--- config.mk ---
export PLATFORM = sky130hd
export DESIGN_NAME = keyboard_scancode_line_editor_flat
export DESIGN_NICKNAME = d
export VERILOG_FILES = /design/src/hw/rtl/kse_pkg.sv /design/src/hw/rtl/kse_if.sv /design/src/hw/rtl/kse_classify.sv /design/src/hw/rtl/kse_cmd_queue.sv /design/src/hw/rtl/kse_exec.sv /design/src/hw/rtl/keyboard_scancode_line_editor.sv /design/src/flat_wrapper.sv
export SDC_FILE = /design/constraint.sdc
export NUM_CORES = 1
export LEC_CHECK = 0
export ABC_CLOCK_PERIOD_IN_PS = 4100
export BUFFER_PORTS_ARGS = -buffer_cell sky130_fd_sc_hd__buf_2
export CAP_MARGIN = 10
export CORE_MARGIN = 2
export CORE_UTILIZATION = 55
export CTS_CLUSTER_SIZE = 40
export DETAILED_ROUTE_END_ITERATION = 7
export GPL_ROUTABILITY_DRIVEN = 0
export PLACE_DENSITY = 0.73
export RECOVER_POWER = 100
export SLEW_MARGIN = 20
export SYNTH_ARGS = -nofsm -noshare
export SYNTH_HDL_FRONTEND = slang
export SYNTH_SLANG_ARGS = --single-unit
export TNS_END_PERCENT = 10
--- constraint.sdc ---
create_clock -name clk -period 4.1 [get_ports clk]
set_clock_uncertainty 0.2 [all_clocks]
set_input_delay 0.82 -clock clk [delete_from_list [all_inputs] [get_ports clk]]
set_output_delay 0.82 -clock clk [all_outputs]
set_load 0.1 [all_outputs]
--- src/hw/rtl/kse_pkg.sv ---
`timescale 1ns / 1ps
// Shared types, codes and scancode tables for the keyboard scancode line editor.
// No dependencies; imported by every module of the block.
package kse_pkg;

  localparam int LEN_W         = 8;
  localparam int LINE_CAPACITY = 254;
  localparam int TABLE_SIZE    = 58;
  localparam int QUEUE_DEPTH   = 2;   // power of two
  localparam int QUEUE_AW      = $clog2(QUEUE_DEPTH);
  localparam int QUEUE_CW      = $clog2(QUEUE_DEPTH + 1);

  localparam logic [LEN_W-1:0] LEN_MAX = '1;

  // Result actions
  localparam logic [3:0] ACT_NONE        = 4'd0;
  localparam logic [3:0] ACT_APPEND      = 4'd1;
  localparam logic [3:0] ACT_ERASE       = 4'd2;
  localparam logic [3:0] ACT_ENTER       = 4'd3;
  localparam logic [3:0] ACT_SCROLL_UP   = 4'd4;
  localparam logic [3:0] ACT_SCROLL_DOWN = 4'd5;
  localparam logic [3:0] ACT_HIST_UP     = 4'd6;
  localparam logic [3:0] ACT_HIST_DOWN   = 4'd7;
  localparam logic [3:0] ACT_TAB         = 4'd8;

  // Set-1 scancodes
  localparam logic [7:0] SC_CTRL   = 8'h1D;
  localparam logic [7:0] SC_LSHIFT = 8'h2A;
  localparam logic [7:0] SC_RSHIFT = 8'h36;
  localparam logic [7:0] SC_C      = 8'h2E;
  localparam logic [7:0] SC_UP     = 8'h48;
  localparam logic [7:0] SC_DOWN   = 8'h50;

  // Control characters in the tables
  localparam logic [6:0] ASCII_NUL = 7'h00;
  localparam logic [6:0] ASCII_BS  = 7'h08;
  localparam logic [6:0] ASCII_TAB = 7'h09;
  localparam logic [6:0] ASCII_LF  = 7'h0A;

  // Command kinds passed from the classifier to the line executor
  localparam logic [1:0] CMD_PASS   = 2'd0;
  localparam logic [1:0] CMD_CLEAR  = 2'd1;
  localparam logic [1:0] CMD_APPEND = 2'd2;
  localparam logic [1:0] CMD_ERASE  = 2'd3;

  typedef struct packed {
    logic [1:0] kind;
    logic [3:0] action;     // used by CMD_PASS
    logic [6:0] chr;        // used by CMD_APPEND
    logic       execute;
    logic       interrupt;
  } cmd_t;

  localparam logic [6:0] PLAIN_MAP [0:TABLE_SIZE-1] = '{
    7'h00, 7'h1B, 7'h31, 7'h32, 7'h33, 7'h34, 7'h35, 7'h36, 7'h37, 7'h38,
    7'h39, 7'h30, 7'h2D, 7'h3D, 7'h08, 7'h09, 7'h71, 7'h77, 7'h65, 7'h72,
    7'h74, 7'h79, 7'h75, 7'h69, 7'h6F, 7'h70, 7'h5B, 7'h5D, 7'h0A, 7'h00,
    7'h61, 7'h73, 7'h64, 7'h66, 7'h67, 7'h68, 7'h6A, 7'h6B, 7'h6C, 7'h3B,
    7'h27, 7'h60, 7'h00, 7'h5C, 7'h7A, 7'h78, 7'h63, 7'h76, 7'h62, 7'h6E,
    7'h6D, 7'h2C, 7'h2E, 7'h2F, 7'h00, 7'h2A, 7'h00, 7'h20
  };

  localparam logic [6:0] UPPER_MAP [0:TABLE_SIZE-1] = '{
    7'h00, 7'h1B, 7'h21, 7'h40, 7'h23, 7'h24, 7'h25, 7'h5E, 7'h26, 7'h2A,
    7'h28, 7'h29, 7'h5F, 7'h2B, 7'h08, 7'h09, 7'h51, 7'h57, 7'h45, 7'h52,
    7'h54, 7'h59, 7'h55, 7'h49, 7'h4F, 7'h50, 7'h7B, 7'h7D, 7'h0A, 7'h00,
    7'h41, 7'h53, 7'h44, 7'h46, 7'h47, 7'h48, 7'h4A, 7'h4B, 7'h4C, 7'h3A,
    7'h22, 7'h7E, 7'h00, 7'h7C, 7'h5A, 7'h58, 7'h43, 7'h56, 7'h42, 7'h4E,
    7'h4D, 7'h3C, 7'h3E, 7'h3F, 7'h00, 7'h2A, 7'h00, 7'h20
  };

  // Holes and codes past the table give NUL
  function automatic logic [6:0] map_char(input logic shift, input logic [5:0] idx);
    logic [6:0] c;
    c = ASCII_NUL;
    if (idx < 6'(TABLE_SIZE)) begin
      c = shift ? UPPER_MAP[idx] : PLAIN_MAP[idx];
    end
    return c;
  endfunction

endpackage

--- src/hw/rtl/kse_if.sv ---
`timescale 1ns / 1ps
// Valid/ready channel interfaces for the line editor input and result words.
// No dependencies.
interface kse_in_if;
  logic       valid;
  logic       ready;
  logic       op;
  logic [7:0] scancode;

  modport source (output valid, output op, output scancode, input ready);
  modport sink   (input valid, input op, input scancode, output ready);
endinterface

interface kse_out_if;
  logic       valid;
  logic       ready;
  logic [3:0] action;
  logic [6:0] char_code;
  logic [7:0] position;
  logic       execute;
  logic       interrupt;

  modport source (output valid, output action, output char_code, output position,
                  output execute, output interrupt, input ready);
  modport sink   (input valid, input action, input char_code, input position,
                  input execute, input interrupt, output ready);
endinterface

--- src/hw/rtl/kse_classify.sv ---
`timescale 1ns / 1ps
// Front end: accepts scancode words, tracks Shift/Ctrl and the GUI mode register,
// and turns each word into a command for the queue. Depends on kse_pkg, kse_if.
module kse_classify (
  input  logic            clk,
  input  logic            rst,
  input  logic            cfg_write,
  input  logic            cfg_data,
  kse_in_if.sink          in_ch,
  output logic            push_valid,
  input  logic            push_ready,
  output kse_pkg::cmd_t   push_data
);
  import kse_pkg::*;

  logic       gui_mode;
  logic       shift_held;
  logic       ctrl_held;
  logic       shift_held_next;
  logic       ctrl_held_next;
  logic [6:0] char_sel;
  logic [7:0] code;
  cmd_t       cmd;

  assign code     = in_ch.scancode;
  assign char_sel = map_char(shift_held, code[5:0]);

  always_comb begin
    cmd             = '0;
    cmd.kind        = CMD_PASS;
    cmd.action      = ACT_NONE;
    shift_held_next = shift_held;
    ctrl_held_next  = ctrl_held;
    if (in_ch.op) begin
      cmd.kind = CMD_CLEAR;
    end else if (code[7]) begin
      // release: drop the modifier, no action
      if (code[6:0] == SC_CTRL[6:0]) ctrl_held_next = 1'b0;
      if (code[6:0] == SC_LSHIFT[6:0] || code[6:0] == SC_RSHIFT[6:0]) begin
        shift_held_next = 1'b0;
      end
    end else if (code == SC_CTRL) begin
      ctrl_held_next = 1'b1;
    end else if (code inside {SC_LSHIFT, SC_RSHIFT}) begin
      shift_held_next = 1'b1;
    end else begin
      if (ctrl_held && code == SC_C) begin
        cmd.interrupt = 1'b1;
        cmd.execute   = 1'b1;
      end
      if (code == SC_UP) begin
        cmd.action = gui_mode ? ACT_SCROLL_UP : ACT_HIST_UP;
      end else if (code == SC_DOWN) begin
        cmd.action = gui_mode ? ACT_SCROLL_DOWN : ACT_HIST_DOWN;
      end else if (code < 8'(TABLE_SIZE)) begin
        case (char_sel)
          ASCII_LF: begin
            cmd.action  = ACT_ENTER;
            cmd.execute = 1'b1;
          end
          ASCII_BS:  cmd.kind = CMD_ERASE;
          ASCII_TAB: cmd.action = ACT_TAB;
          ASCII_NUL: cmd.action = ACT_NONE;
          default: begin
            cmd.kind = CMD_APPEND;
            cmd.chr  = char_sel;
          end
        endcase
      end
    end
  end

  assign in_ch.ready = push_ready;
  assign push_valid  = in_ch.valid;
  assign push_data   = cmd;

  always_ff @(posedge clk) begin
    if (rst) begin
      gui_mode   <= 1'b0;
      shift_held <= 1'b0;
      ctrl_held  <= 1'b0;
    end else begin
      if (cfg_write) gui_mode <= cfg_data;
      if (in_ch.valid && in_ch.ready) begin
        shift_held <= shift_held_next;
        ctrl_held  <= ctrl_held_next;
      end
    end
  end

endmodule

--- src/hw/rtl/kse_cmd_queue.sv ---
`timescale 1ns / 1ps
// Small FIFO of classified commands between the front end and the executor.
// Depends on kse_pkg.
module kse_cmd_queue (
  input  logic            clk,
  input  logic            rst,
  input  logic            push_valid,
  output logic            push_ready,
  input  kse_pkg::cmd_t   push_data,
  output logic            pop_valid,
  input  logic            pop_ready,
  output kse_pkg::cmd_t   pop_data
);
  import kse_pkg::*;

  cmd_t                entries [0:QUEUE_DEPTH-1];
  logic [QUEUE_AW-1:0] wr_ptr;
  logic [QUEUE_AW-1:0] rd_ptr;
  logic [QUEUE_CW-1:0] count;
  logic                push;
  logic                pop;

  assign push_ready = (count != QUEUE_CW'(QUEUE_DEPTH));
  assign pop_valid  = (count != '0);
  assign pop_data   = entries[rd_ptr];
  assign push       = push_valid && push_ready;
  assign pop        = pop_valid && pop_ready;

  always_ff @(posedge clk) begin
    if (push) entries[wr_ptr] <= push_data;
  end

  always_ff @(posedge clk) begin
    if (rst) begin
      wr_ptr <= '0;
      rd_ptr <= '0;
      count  <= '0;
    end else begin
      if (push) wr_ptr <= wr_ptr + QUEUE_AW'(1);
      if (pop)  rd_ptr <= rd_ptr + QUEUE_AW'(1);
      if (push && !pop)      count <= count + QUEUE_CW'(1);
      else if (pop && !push) count <= count - QUEUE_CW'(1);
    end
  end

  a_count_bound: assert property (@(posedge clk) disable iff (rst)
    count <= QUEUE_CW'(QUEUE_DEPTH))
    else $error("command queue count past depth");

endmodule

--- src/hw/rtl/kse_exec.sv ---
`timescale 1ns / 1ps
// Back end: applies queued commands to the line length and registers the result word.
// Depends on kse_pkg, kse_if.
module kse_exec (
  input  logic            clk,
  input  logic            rst,
  input  logic            pop_valid,
  output logic            pop_ready,
  input  kse_pkg::cmd_t   pop_data,
  kse_out_if.source       out_ch
);
  import kse_pkg::*;

  logic [LEN_W-1:0] line_length;
  logic [LEN_W-1:0] line_length_next;
  logic             out_valid;
  logic [3:0]       action;
  logic [6:0]       char_code;
  logic [LEN_W-1:0] position;
  logic             execute;
  logic             interrupt;
  logic [3:0]       action_next;
  logic [6:0]       char_code_next;
  logic [LEN_W-1:0] position_next;
  logic             execute_next;
  logic             interrupt_next;
  logic             pop;

  // Advance whenever the result register is empty or being drained
  assign pop_ready = !out_valid || out_ch.ready;
  assign pop       = pop_valid && pop_ready;

  always_comb begin
    line_length_next = line_length;
    action_next      = ACT_NONE;
    char_code_next   = ASCII_NUL;
    position_next    = '0;
    execute_next     = 1'b0;
    interrupt_next   = 1'b0;
    case (pop_data.kind)
      CMD_CLEAR: line_length_next = '0;
      CMD_ERASE: begin
        if (line_length != '0) begin
          line_length_next = line_length - LEN_W'(1);
          action_next      = ACT_ERASE;
          char_code_next   = ASCII_BS;
          position_next    = line_length - LEN_W'(1);
        end
      end
      CMD_APPEND: begin
        execute_next   = pop_data.execute;
        interrupt_next = pop_data.interrupt;
        // drop the character silently when the line is full
        if (int'(line_length) < LINE_CAPACITY && line_length != LEN_MAX) begin
          line_length_next = line_length + LEN_W'(1);
          action_next      = ACT_APPEND;
          char_code_next   = pop_data.chr;
          position_next    = line_length;
        end
      end
      default: begin
        action_next    = pop_data.action;
        execute_next   = pop_data.execute;
        interrupt_next = pop_data.interrupt;
      end
    endcase
  end

  always_ff @(posedge clk) begin
    if (rst) begin
      line_length <= '0;
      out_valid   <= 1'b0;
    end else begin
      if (pop) begin
        line_length <= line_length_next;
        out_valid   <= 1'b1;
      end else if (out_ch.ready) begin
        out_valid <= 1'b0;
      end
    end
  end

  always_ff @(posedge clk) begin
    if (pop) begin
      action    <= action_next;
      char_code <= char_code_next;
      position  <= position_next;
      execute   <= execute_next;
      interrupt <= interrupt_next;
    end
  end

  assign out_ch.valid     = out_valid;
  assign out_ch.action    = action;
  assign out_ch.char_code = char_code;
  assign out_ch.position  = position;
  assign out_ch.execute   = execute;
  assign out_ch.interrupt = interrupt;

  a_erase_tracks_len: assert property (@(posedge clk) disable iff (rst)
    out_valid && action == ACT_ERASE |-> char_code == ASCII_BS && position == line_length)
    else $error("erase word does not match line length");

  a_append_tracks_len: assert property (@(posedge clk) disable iff (rst)
    out_valid && action == ACT_APPEND |-> line_length == position + LEN_W'(1))
    else $error("append word does not match line length");

  a_intr_executes: assert property (@(posedge clk) disable iff (rst)
    out_valid && interrupt |-> execute)
    else $error("interrupt without execute");

endmodule

--- src/hw/rtl/keyboard_scancode_line_editor.sv ---
`timescale 1ns / 1ps
// Keyboard scancode line editor, top level. Depends on kse_pkg, kse_if,
// kse_classify, kse_cmd_queue and kse_exec.
//
// Input channel in_ch carries one word per key event: op = 0 delivers a raw set-1
// scancode byte, op = 1 clears the line length after the line is consumed.
// Output channel out_ch returns exactly one result word per input word: the
// editing action, the character, the line position and the execute/interrupt
// pulses. Both channels move a word at a clock edge with valid and ready high.
// cfg_write/cfg_data load the GUI mode bit (arrows scroll when set, recall history
// when clear); write it only while the block is idle.
// Throughput: one word per cycle while out_ch is not stalled. The classifier takes a
// word into a two-entry command queue in the cycle it arrives; the executor updates
// the line length and loads the result register from the queue head. An accepted
// word is registered in the queue, then in the result register that drives out_ch.
// When the receiver stalls, the result register holds and the queue absorbs up to
// two more words before in_ch.ready drops; no word is lost or repeated.
// Reset clears the GUI mode, the Shift/Ctrl flags, the line length and the queue.
module keyboard_scancode_line_editor (
  input  logic      clk,
  input  logic      rst,
  input  logic      cfg_write,
  input  logic      cfg_data,
  kse_in_if.sink    in_ch,
  kse_out_if.source out_ch
);
  import kse_pkg::*;

  logic push_valid;
  logic push_ready;
  cmd_t push_data;
  logic pop_valid;
  logic pop_ready;
  cmd_t pop_data;

  kse_classify u_classify (
    .clk        (clk),
    .rst        (rst),
    .cfg_write  (cfg_write),
    .cfg_data   (cfg_data),
    .in_ch      (in_ch),
    .push_valid (push_valid),
    .push_ready (push_ready),
    .push_data  (push_data)
  );

  kse_cmd_queue u_queue (
    .clk        (clk),
    .rst        (rst),
    .push_valid (push_valid),
    .push_ready (push_ready),
    .push_data  (push_data),
    .pop_valid  (pop_valid),
    .pop_ready  (pop_ready),
    .pop_data   (pop_data)
  );

  kse_exec u_exec (
    .clk       (clk),
    .rst       (rst),
    .pop_valid (pop_valid),
    .pop_ready (pop_ready),
    .pop_data  (pop_data),
    .out_ch    (out_ch)
  );

endmodule

--- src/flat_wrapper.sv ---
// flat-port wrapper written by rule: the top's interface ports become plain ports
module keyboard_scancode_line_editor_flat import kse_pkg::*;
  (clk, rst, cfg_write, cfg_data, in_ch_valid, in_ch_op, in_ch_scancode, in_ch_ready, out_ch_valid, out_ch_action, out_ch_char_code, out_ch_position, out_ch_execute, out_ch_interrupt, out_ch_ready);
  kse_in_if in_ch_i ();
  kse_out_if out_ch_i ();
  input  logic clk;
  input  logic rst;
  input  logic cfg_write;
  input  logic cfg_data;
  input wire logic [$bits(in_ch_i.valid)-1:0] in_ch_valid;
  input wire logic [$bits(in_ch_i.op)-1:0] in_ch_op;
  input wire logic [$bits(in_ch_i.scancode)-1:0] in_ch_scancode;
  output wire logic [$bits(in_ch_i.ready)-1:0] in_ch_ready;
  output wire logic [$bits(out_ch_i.valid)-1:0] out_ch_valid;
  output wire logic [$bits(out_ch_i.action)-1:0] out_ch_action;
  output wire logic [$bits(out_ch_i.char_code)-1:0] out_ch_char_code;
  output wire logic [$bits(out_ch_i.position)-1:0] out_ch_position;
  output wire logic [$bits(out_ch_i.execute)-1:0] out_ch_execute;
  output wire logic [$bits(out_ch_i.interrupt)-1:0] out_ch_interrupt;
  input wire logic [$bits(out_ch_i.ready)-1:0] out_ch_ready;
  assign in_ch_i.valid = in_ch_valid;
  assign in_ch_i.op = in_ch_op;
  assign in_ch_i.scancode = in_ch_scancode;
  assign in_ch_ready = in_ch_i.ready;
  assign out_ch_valid = out_ch_i.valid;
  assign out_ch_action = out_ch_i.action;
  assign out_ch_char_code = out_ch_i.char_code;
  assign out_ch_position = out_ch_i.position;
  assign out_ch_execute = out_ch_i.execute;
  assign out_ch_interrupt = out_ch_i.interrupt;
  assign out_ch_i.ready = out_ch_ready;
  keyboard_scancode_line_editor u_core (.clk(clk), .rst(rst), .cfg_write(cfg_write), .cfg_data(cfg_data), .in_ch(in_ch_i), .out_ch(out_ch_i));
endmodule
==> flow_metrics.py, run 1 <==
metrics = {
    "run_status": {
        "status": "finished with violations",
        "violations": "capacitance limit, slew limit",
    },
    "drt": {
        "wire_per_inst_um": 17.4,
        "drtIter0Drc": 364,
        "ant_nets": 0,
        "drc": 0,
        "routed_wirelength_mm": 10.5,
        "vias": 3833,
        "first_pass_iters": 5,
        "via_per_inst": 6.37,
    },
    "logic_synthesis": {
        "ys_seq_area_share_pct": 41.8,
        "synth_seq_cells": 68,
        "avgSynthCellArea_sq_um": 9.51,
        "synthCells": 471,
        "synth-edff-count": 51,
        "synth.cell_area_sq_um": 4480,
        "synth_warnings": 0,
        "synth_ff_type": "edfxtp_1",
        "synth.net_count": 504,
        "async_reset_ff_share_pct": 0,
        "synth_cell_types": 70,
    },
    "clocking": {
        "cts-root-buf": "clkbuf_8",
        "holdBufCountCts": 0,
        "cts_max_path_buffers": 2,
        "cts_tree": "built",
        "cts.htree.levels": 3,
        "post_cts_buffers": 0,
        "clock_latency_ps": 340,
        "clock-sinks": 68,
        "postCtsResizedCells": 0,
        "clk_pin_slew_worst_paths_ps": 80,
        "cts_buffers": 9,
    },
    "cells_and_area": {
        "fin_util_pct": 62.6,
        "drive_gt1_share_pct": 11.6,
        "fin_area_sq_um": 4890,
        "multi_input_area_sq_um": 2370,
        "fin_nets": 528,
        "fillCellCount": 704,
        "area_growth_pct": 9.16,
        "regArea_sq_um": 1870,
        "num_antenna_cells": 0,
    },
    "timing": {
        "rsz0062_at_grt": "false",
        "fmax_mhz": 283,
        "finalSetupViolations": 0,
        "hold_ws_ps": 313,
        "slew_violations": 15,
        "period_minus_slack_ps": 3540,
        "period_share_pct": 86.3,
        "slew-limit-headroom_pct": -1.54,
        "fin_tns_setup_ps": 0,
        "hold_viol_final": 0,
        "worstMarginPinSlew_ps": 1510,
    },
    "placement": {
        "placed_cell_area_sq_um": 4690,
        "place_hpwl_mm": 7.35,
        "io_buffers": 37,
    },
    "critical_path": {
        "reg2reg_from": "u_core.u_queue.count[0]$_SDFFE_PP0P_",
        "rr_endpoint": "u_core.u_exec.line_length[3]$_SDFFE_PP0P_",
        "reg2reg_depth": 6,
        "cp-end-kind": "register",
        "crit_type": "in2reg",
        "cp-start-kind": "input port",
        "crit_family": "simple AND/OR/NAND/NOR gates",
        "cp_cell_sequence": "buf_2 -> inv_1 -> clkbuf_1 -> ha_1 -> nand3_1 -> nor2_1 -> or4b_1 -> or2_0 -> nor2_1 -> nand3_1 -> o41ai_1",
        "cp_num_cells": 11,
        "cpPeakStageDelay_ps": 550,
        "crit_fanout": 22,
        "required_ps": 4000,
        "worstPathArrival_ps": 3440,
        "critPathBufInv": 3,
        "critPathSlowestCell": "or4b_1",
        "reg2reg_setup_slack_ps": 920,
    },
    "grt": {
        "grt_max_degree": 32,
        "gr-usage-all-layers_pct": 25.3,
        "grt_overflow_total": 0,
        "antenna_found_initial": 0,
        "grt_pass1_wl_mm": 17.7,
        "grt_pass1_vias": 3579,
    },
    "worst_hold_path": {
        "hold_path_startpoint": "u_core.u_exec.out_ch.valid$_SDFFE_PP0P_",
        "min_path_cells": 2,
        "hold_path_end": "u_core.u_exec.out_ch.valid$_SDFFE_PP0P_",
        "holdCritPathClass": "reg2reg",
    },
    "die": {
        "die_area_sq_um": 8880,
        "dieWidth_um": 94.3,
        "design.core.area_sq_um": 7810,
        "initial_core_util_pct": 57.4,
        "rows": 32,
        "die_y_um": 94.3,
        "io_pins": 38,
    },
    "job": {
        "max-cap-violations": 1,
    },
    "power": {
        "leakage_nw": 1.75,
        "power.density_nw_per_um2": 670,
        "vdd_drop_max_mv": 0.311,
    },
}
-- report_power, final --
| part | switching (mW) | internal, mW | total, mW |
|---|---|---|---|
| Combinational | 1.24 | 0.321 | 1.56 |
| Sequential | 0.0888 | 0.975 | 1.06 |
| Clock | 0.252 | 0.402 | 0.654 |
| Total | 1.58 | 1.70 | 3.28 |
-- sequential cells by signal (all words and copies together), names as in the netlist, named ones only --
name                            count
u_core.u_queue.rd_ptr               1
u_core.u_classify.gui_mode          1
u_core.u_exec.out_ch.action         4
u_core.u_classify.shift_held        1
u_core.u_exec.out_ch.interrupt      1
u_core.u_classify.ctrl_held         1
u_core.u_queue.entries             30
u_core.u_exec.out_ch.position       8
u_core.u_exec.line_length           8
u_core.u_exec.out_ch.valid          1
u_core.u_exec.out_ch.execute        1
u_core.u_exec.out_ch.char_code      7
u_core.u_queue.count                2
u_core.u_queue.wr_ptr               1
-- worst max-delay path by stage --
| stage | endpoint | startpoint | slack [ps] |
|---|---|---|---|
| after global placement | u_core.u_queue.entries[0][2]$_DFFE_PP_ | in_ch_scancode[1] | 410 |
| after detailed placement | u_core.u_queue.entries[1][2]$_DFFE_PP_ | in_ch_scancode[1] | 280 |
| after floorplan | u_core.u_queue.entries[0][2]$_DFFE_PP_ | in_ch_scancode[1] | 540 |
| after CTS | u_core.u_queue.entries[0][2]$_DFFE_PP_ | in_ch_scancode[1] | 660 |
| final | u_core.u_queue.entries[1][10]$_DFFE_PP_ | in_ch_scancode[1] | 560 |
| after global routing | u_core.u_queue.entries[1][10]$_DFFE_PP_ | in_ch_scancode[1] | 320 |
-- cell usage after synthesis (10+ instances only) --
master	instances	area share [%]
a211oi_1	11	1.8
a21oi_1	28	3.1
buf_2	13	1.5
clkbuf_1	12	1.0
dfxtp_1	17	7.6
edfxtp_1	51	34
ha_1	18	5.0
inv_1	16	1.3
mux2i_1	18	4.0
nand2_1	31	2.6
nand2b_1	12	1.7
nand3_1	14	1.6
nor2_1	43	3.6
nor2b_1	13	1.8
nor3_1	10	1.1
o21ai_0	30	3.4
-- cells by family after synthesis --
family	share of synthesized area, %
buffers and inverters	5.42
AO/OA/AOI/OAI	20.4
flip-flops	41.8
adder cells (fa/ha/maj)	5.03
AND/OR/NAND/NOR	20.0
multiplexers	5.78
XOR/XNOR	1.56
-- cells in the final DEF (no fill, tap or decap), types with 13 or more instances in the layout --
cell	count
edfxtp_1	51
nor2_1	43
nand2_1	31
o21ai_0	30
a21oi_1	28
clkbuf_1	27
mux2i_1	18
ha_1	18
dfxtp_1	17
inv_1	16
nand3_1	14
nor2b_1	13
buf_2	13
-- metal layers --
layer	vias up	global-route usage, %	share of wire, %
met5	-	0	0
met4	0	11.6	2.9
met3	25	3.45	6.7
li1	1816	-	-
met2	181	40.7	48
met1	1811	33.8	43
-- layout make-up --
cell class | instances | share of cell area, %
Multi-Input combinational cell | 351 | 48.4
Sequential cell | 68 | 38.3
Timing Repair Buffer | 47 | 4.48
Tap cell | 102 | 2.61
Clock buffer | 9 | 2.53
Clock inverter | 7 | 2.35
Inverter | 18 | 1.38
-- metrics by stage --
| stage | total power [mW] | setup slack [ps] | instances |
|---|---|---|---|
| floorplan | 2.38 | 540 | 471 |
| global placement | 2.63 | 411 | 586 |
| detailed placement | 2.65 | 284 | 586 |
| CTS | 3.31 | 656 | 602 |
| global route | 3.44 | 320 | 602 |
| finish | 3.28 | 563 | 602 |
-- worst reg2reg max path, stage by stage, from the launching register on --
cell and delay, ps:
dfxtp_1 420, o21a_1 150, clkbuf_1 970, o21ai_1 630, nor2_1 440, a21oi_1 120
nor3_1 170
No activity file was read; power rests on OpenSTA's default activity.
==> run 2: changes to the inputs <==
ABC_CLOCK_PERIOD_IN_PS = 3000   (was 4100)
PLACE_DENSITY = default   (was 0.73)
PLACE_DENSITY_LB_ADDON = 0.1   (was default)
SLEW_MARGIN = 0   (was 20)
clock period = 3 ns   (was 4.1 ns; I/O delays follow)
==> run 2 against run 1 <==
Against the previous run:
- the flow now finishes without violations
- utilization increased by 6.1 points
- total power rose by 37%
- register-to-register slack got worse by 660 ps
- global-route usage up 1.4 points
- clock power up 26%
- combinational power is 42% higher
- non-clock buffer count is 61 higher
- design area grew 9.7%
- first-iteration DRC count down 24%
- sequential share of layout area shrank 3.4 points
- routed wire length rose by 7.5%
- hold slack got worse by 18 ps
- critical path type unchanged
==> flow_metrics.py, run 2 (synthesis results as in run 1) <==
metrics = {
    "grt": {
        "grt_pass1_vias": 3821,
        "grt_overflow_total": 0,
        "grt_max_degree": 23,
        "gr-usage-all-layers_pct": 26.7,
        "grt_pass1_wl_mm": 18.2,
        "antenna_found_initial": 0,
    },
    "die": {
        "design.core.area_sq_um": 7810,
        "io_pins": 38,
        "dieWidth_um": 94.3,
        "die_y_um": 94.3,
        "initial_core_util_pct": 57.4,
        "die_area_sq_um": 8880,
        "rows": 32,
    },
    "cells_and_area": {
        "layout_common_cells": "buf_4 (60), edfxtp_1 (51), nor2_1 (42)",
        "reg_top3": "u_core.u_queue.entries (30), u_core.u_exec.line_length (8), u_core.u_exec.out_ch.position (8)",
        "layout_commonest_cell": "buf_4",
        "regArea_sq_um": 1870,
        "fin_nets": 589,
        "top_register": "u_core.u_queue.entries",
        "fin_area_sq_um": 5370,
        "drive_gt1_share_pct": 22.3,
        "area_growth_pct": 19.7,
        "multi_input_area_sq_um": 2400,
        "num_antenna_cells": 0,
        "fillCellCount": 649,
        "largest_register_ffs": 30,
        "fin_util_pct": 68.7,
        "fin_cells": 663,
    },
    "critical_path": {
        "worstPathArrival_ps": 2750,
        "reg2reg_depth": 6,
        "rr_endpoint": "u_core.u_exec.out_ch.position[7]$_DFFE_PP_",
        "cp-start-kind": "input port",
        "required_ps": 2870,
        "crit_type": "in2reg",
        "cp-end-kind": "register",
        "reg2reg_setup_slack_ps": 260,
        "crit_fanout": 6,
        "reg2reg_from": "u_core.u_exec.line_length[4]$_SDFFE_PP0P_",
    },
    "timing": {
        "hold_viol_final": 0,
        "hold_ws_ps": 295,
        "period_minus_slack_ps": 2880,
        "fmax_mhz": 348,
        "slew_violations": 0,
        "period_share_pct": 95.9,
        "worstMarginPinSlew_ps": 1340,
        "finalSetupViolations": 0,
        "rsz0062_at_grt": "false",
        "slew-limit-headroom_pct": 10.9,
    },
    "drt": {
        "via_per_inst": 6.01,
        "routed_wirelength_mm": 11.3,
        "first_pass_iters": 5,
        "ant_nets": 0,
        "drtIter0Drc": 277,
        "wire_per_inst_um": 17.0,
        "vias": 3982,
        "drc": 0,
    },
    "worst_hold_path": {
        "holdCritPathClass": "in2reg",
        "min_path_cells": 3,
        "hold_path_startpoint": "cfg_data",
        "hold_path_end": "u_core.u_classify.gui_mode$_SDFFE_PP0P_",
    },
    "power": {
        "leakage_nw": 2.03,
        "power.density_nw_per_um2": 838,
        "vdd_drop_max_mv": 0.329,
    },
    "clocking": {
        "clock-sinks": 68,
        "cts_tree": "built",
        "post_cts_buffers": 0,
        "cts-root-buf": "clkbuf_8",
        "cts_max_path_buffers": 2,
        "cts.htree.levels": 3,
        "clk_pin_slew_worst_paths_ps": 80,
        "clock_latency_ps": 340,
        "cts_buffers": 9,
    },
    "placement": {
        "place_hpwl_mm": 8.47,
        "place_inst": 647,
        "placed_cell_area_sq_um": 5190,
        "io_buffers": 37,
    },
    "job": {
        "max-cap-violations": 0,
    },
    "run_status": {
        "status": "finished clean",
    },
}
==> run 2: cell types whose count changed in the layout (fill, tap and decap cells not counted), sizes merged <==
cell / change
clkinv: -1
buf: +54
inv: +2
clkbuf: +7
bufinv: -1
==> run 2: area by class of cell <==
class / count / share of cell area (%)
Clock inverter: 7 / 1.80
Clock buffer: 9 / 2.31
Sequential cell: 68 / 34.9
Multi-Input combinational cell: 351 / 44.7
Tap cell: 102 / 2.38
Inverter: 18 / 1.49
Timing Repair Buffer: 108 / 12.4
==> run 2: worst max-delay path by stage <==
stage / from / end / slack [ps] / depth (start not counted)
after global routing: in_ch_scancode[1] / u_core.u_queue.entries[0][13]$_DFFE_PP_ / 10 / 9
after floorplan: in_ch_scancode[0] / u_core.u_queue.entries[0][2]$_DFFE_PP_ / -30 / 11
after global placement: in_ch_scancode[0] / u_core.u_queue.entries[1][3]$_DFFE_PP_ / -220 / 10
after CTS: in_ch_scancode[1] / u_core.u_queue.entries[1][3]$_DFFE_PP_ / 5 / 10
final: in_ch_scancode[1] / u_core.u_queue.entries[0][9]$_DFFE_PP_ / 120 / 10
after detailed placement: in_ch_scancode[1] / u_core.u_queue.entries[0][3]$_DFFE_PP_ / -350 / 10
==> run 2: metrics by stage <==
stage	power (mW)	setup slack (ps)	setup TNS, ps
floorplan	3.27	-34.2	-112
global placement	3.69	-224	-2420
detailed placement	3.74	-351	-3420
CTS	4.57	4.65	0
global route	4.73	10.1	0
finish	4.50	124	0
==> run 2: routing by layer <==
metal	part of all wire (%)	global-route usage, %	up-vias
li1	-	-	1942
met1	40	31.7	1835
met2	50	46.4	157
met3	5.3	3.13	48
met4	4.6	15.5	0
met5	0	0	-
==> run 2: what timing repair did <==
action	4_1_cts	5_1_grt
resized for setup	0	7
setup endpoints to repair	0	8
hold buffers	0	0
==> run 2: power breakdown <==
group	internal (mW)	total (mW)	switching, mW
clock network	0.471	0.826	0.354
logic	0.507	2.22	1.71
registers	1.33	1.45	0.116
==> run 2: critical path: stages <==
cell and delay (ps):
buf_2 190, buf_4 160, or3b_1 340, o311a_1 130
or4b_1 550, a21oi_1 260, nor4b_4 80, buf_4 170
nand3_1 130, nand2_1 140
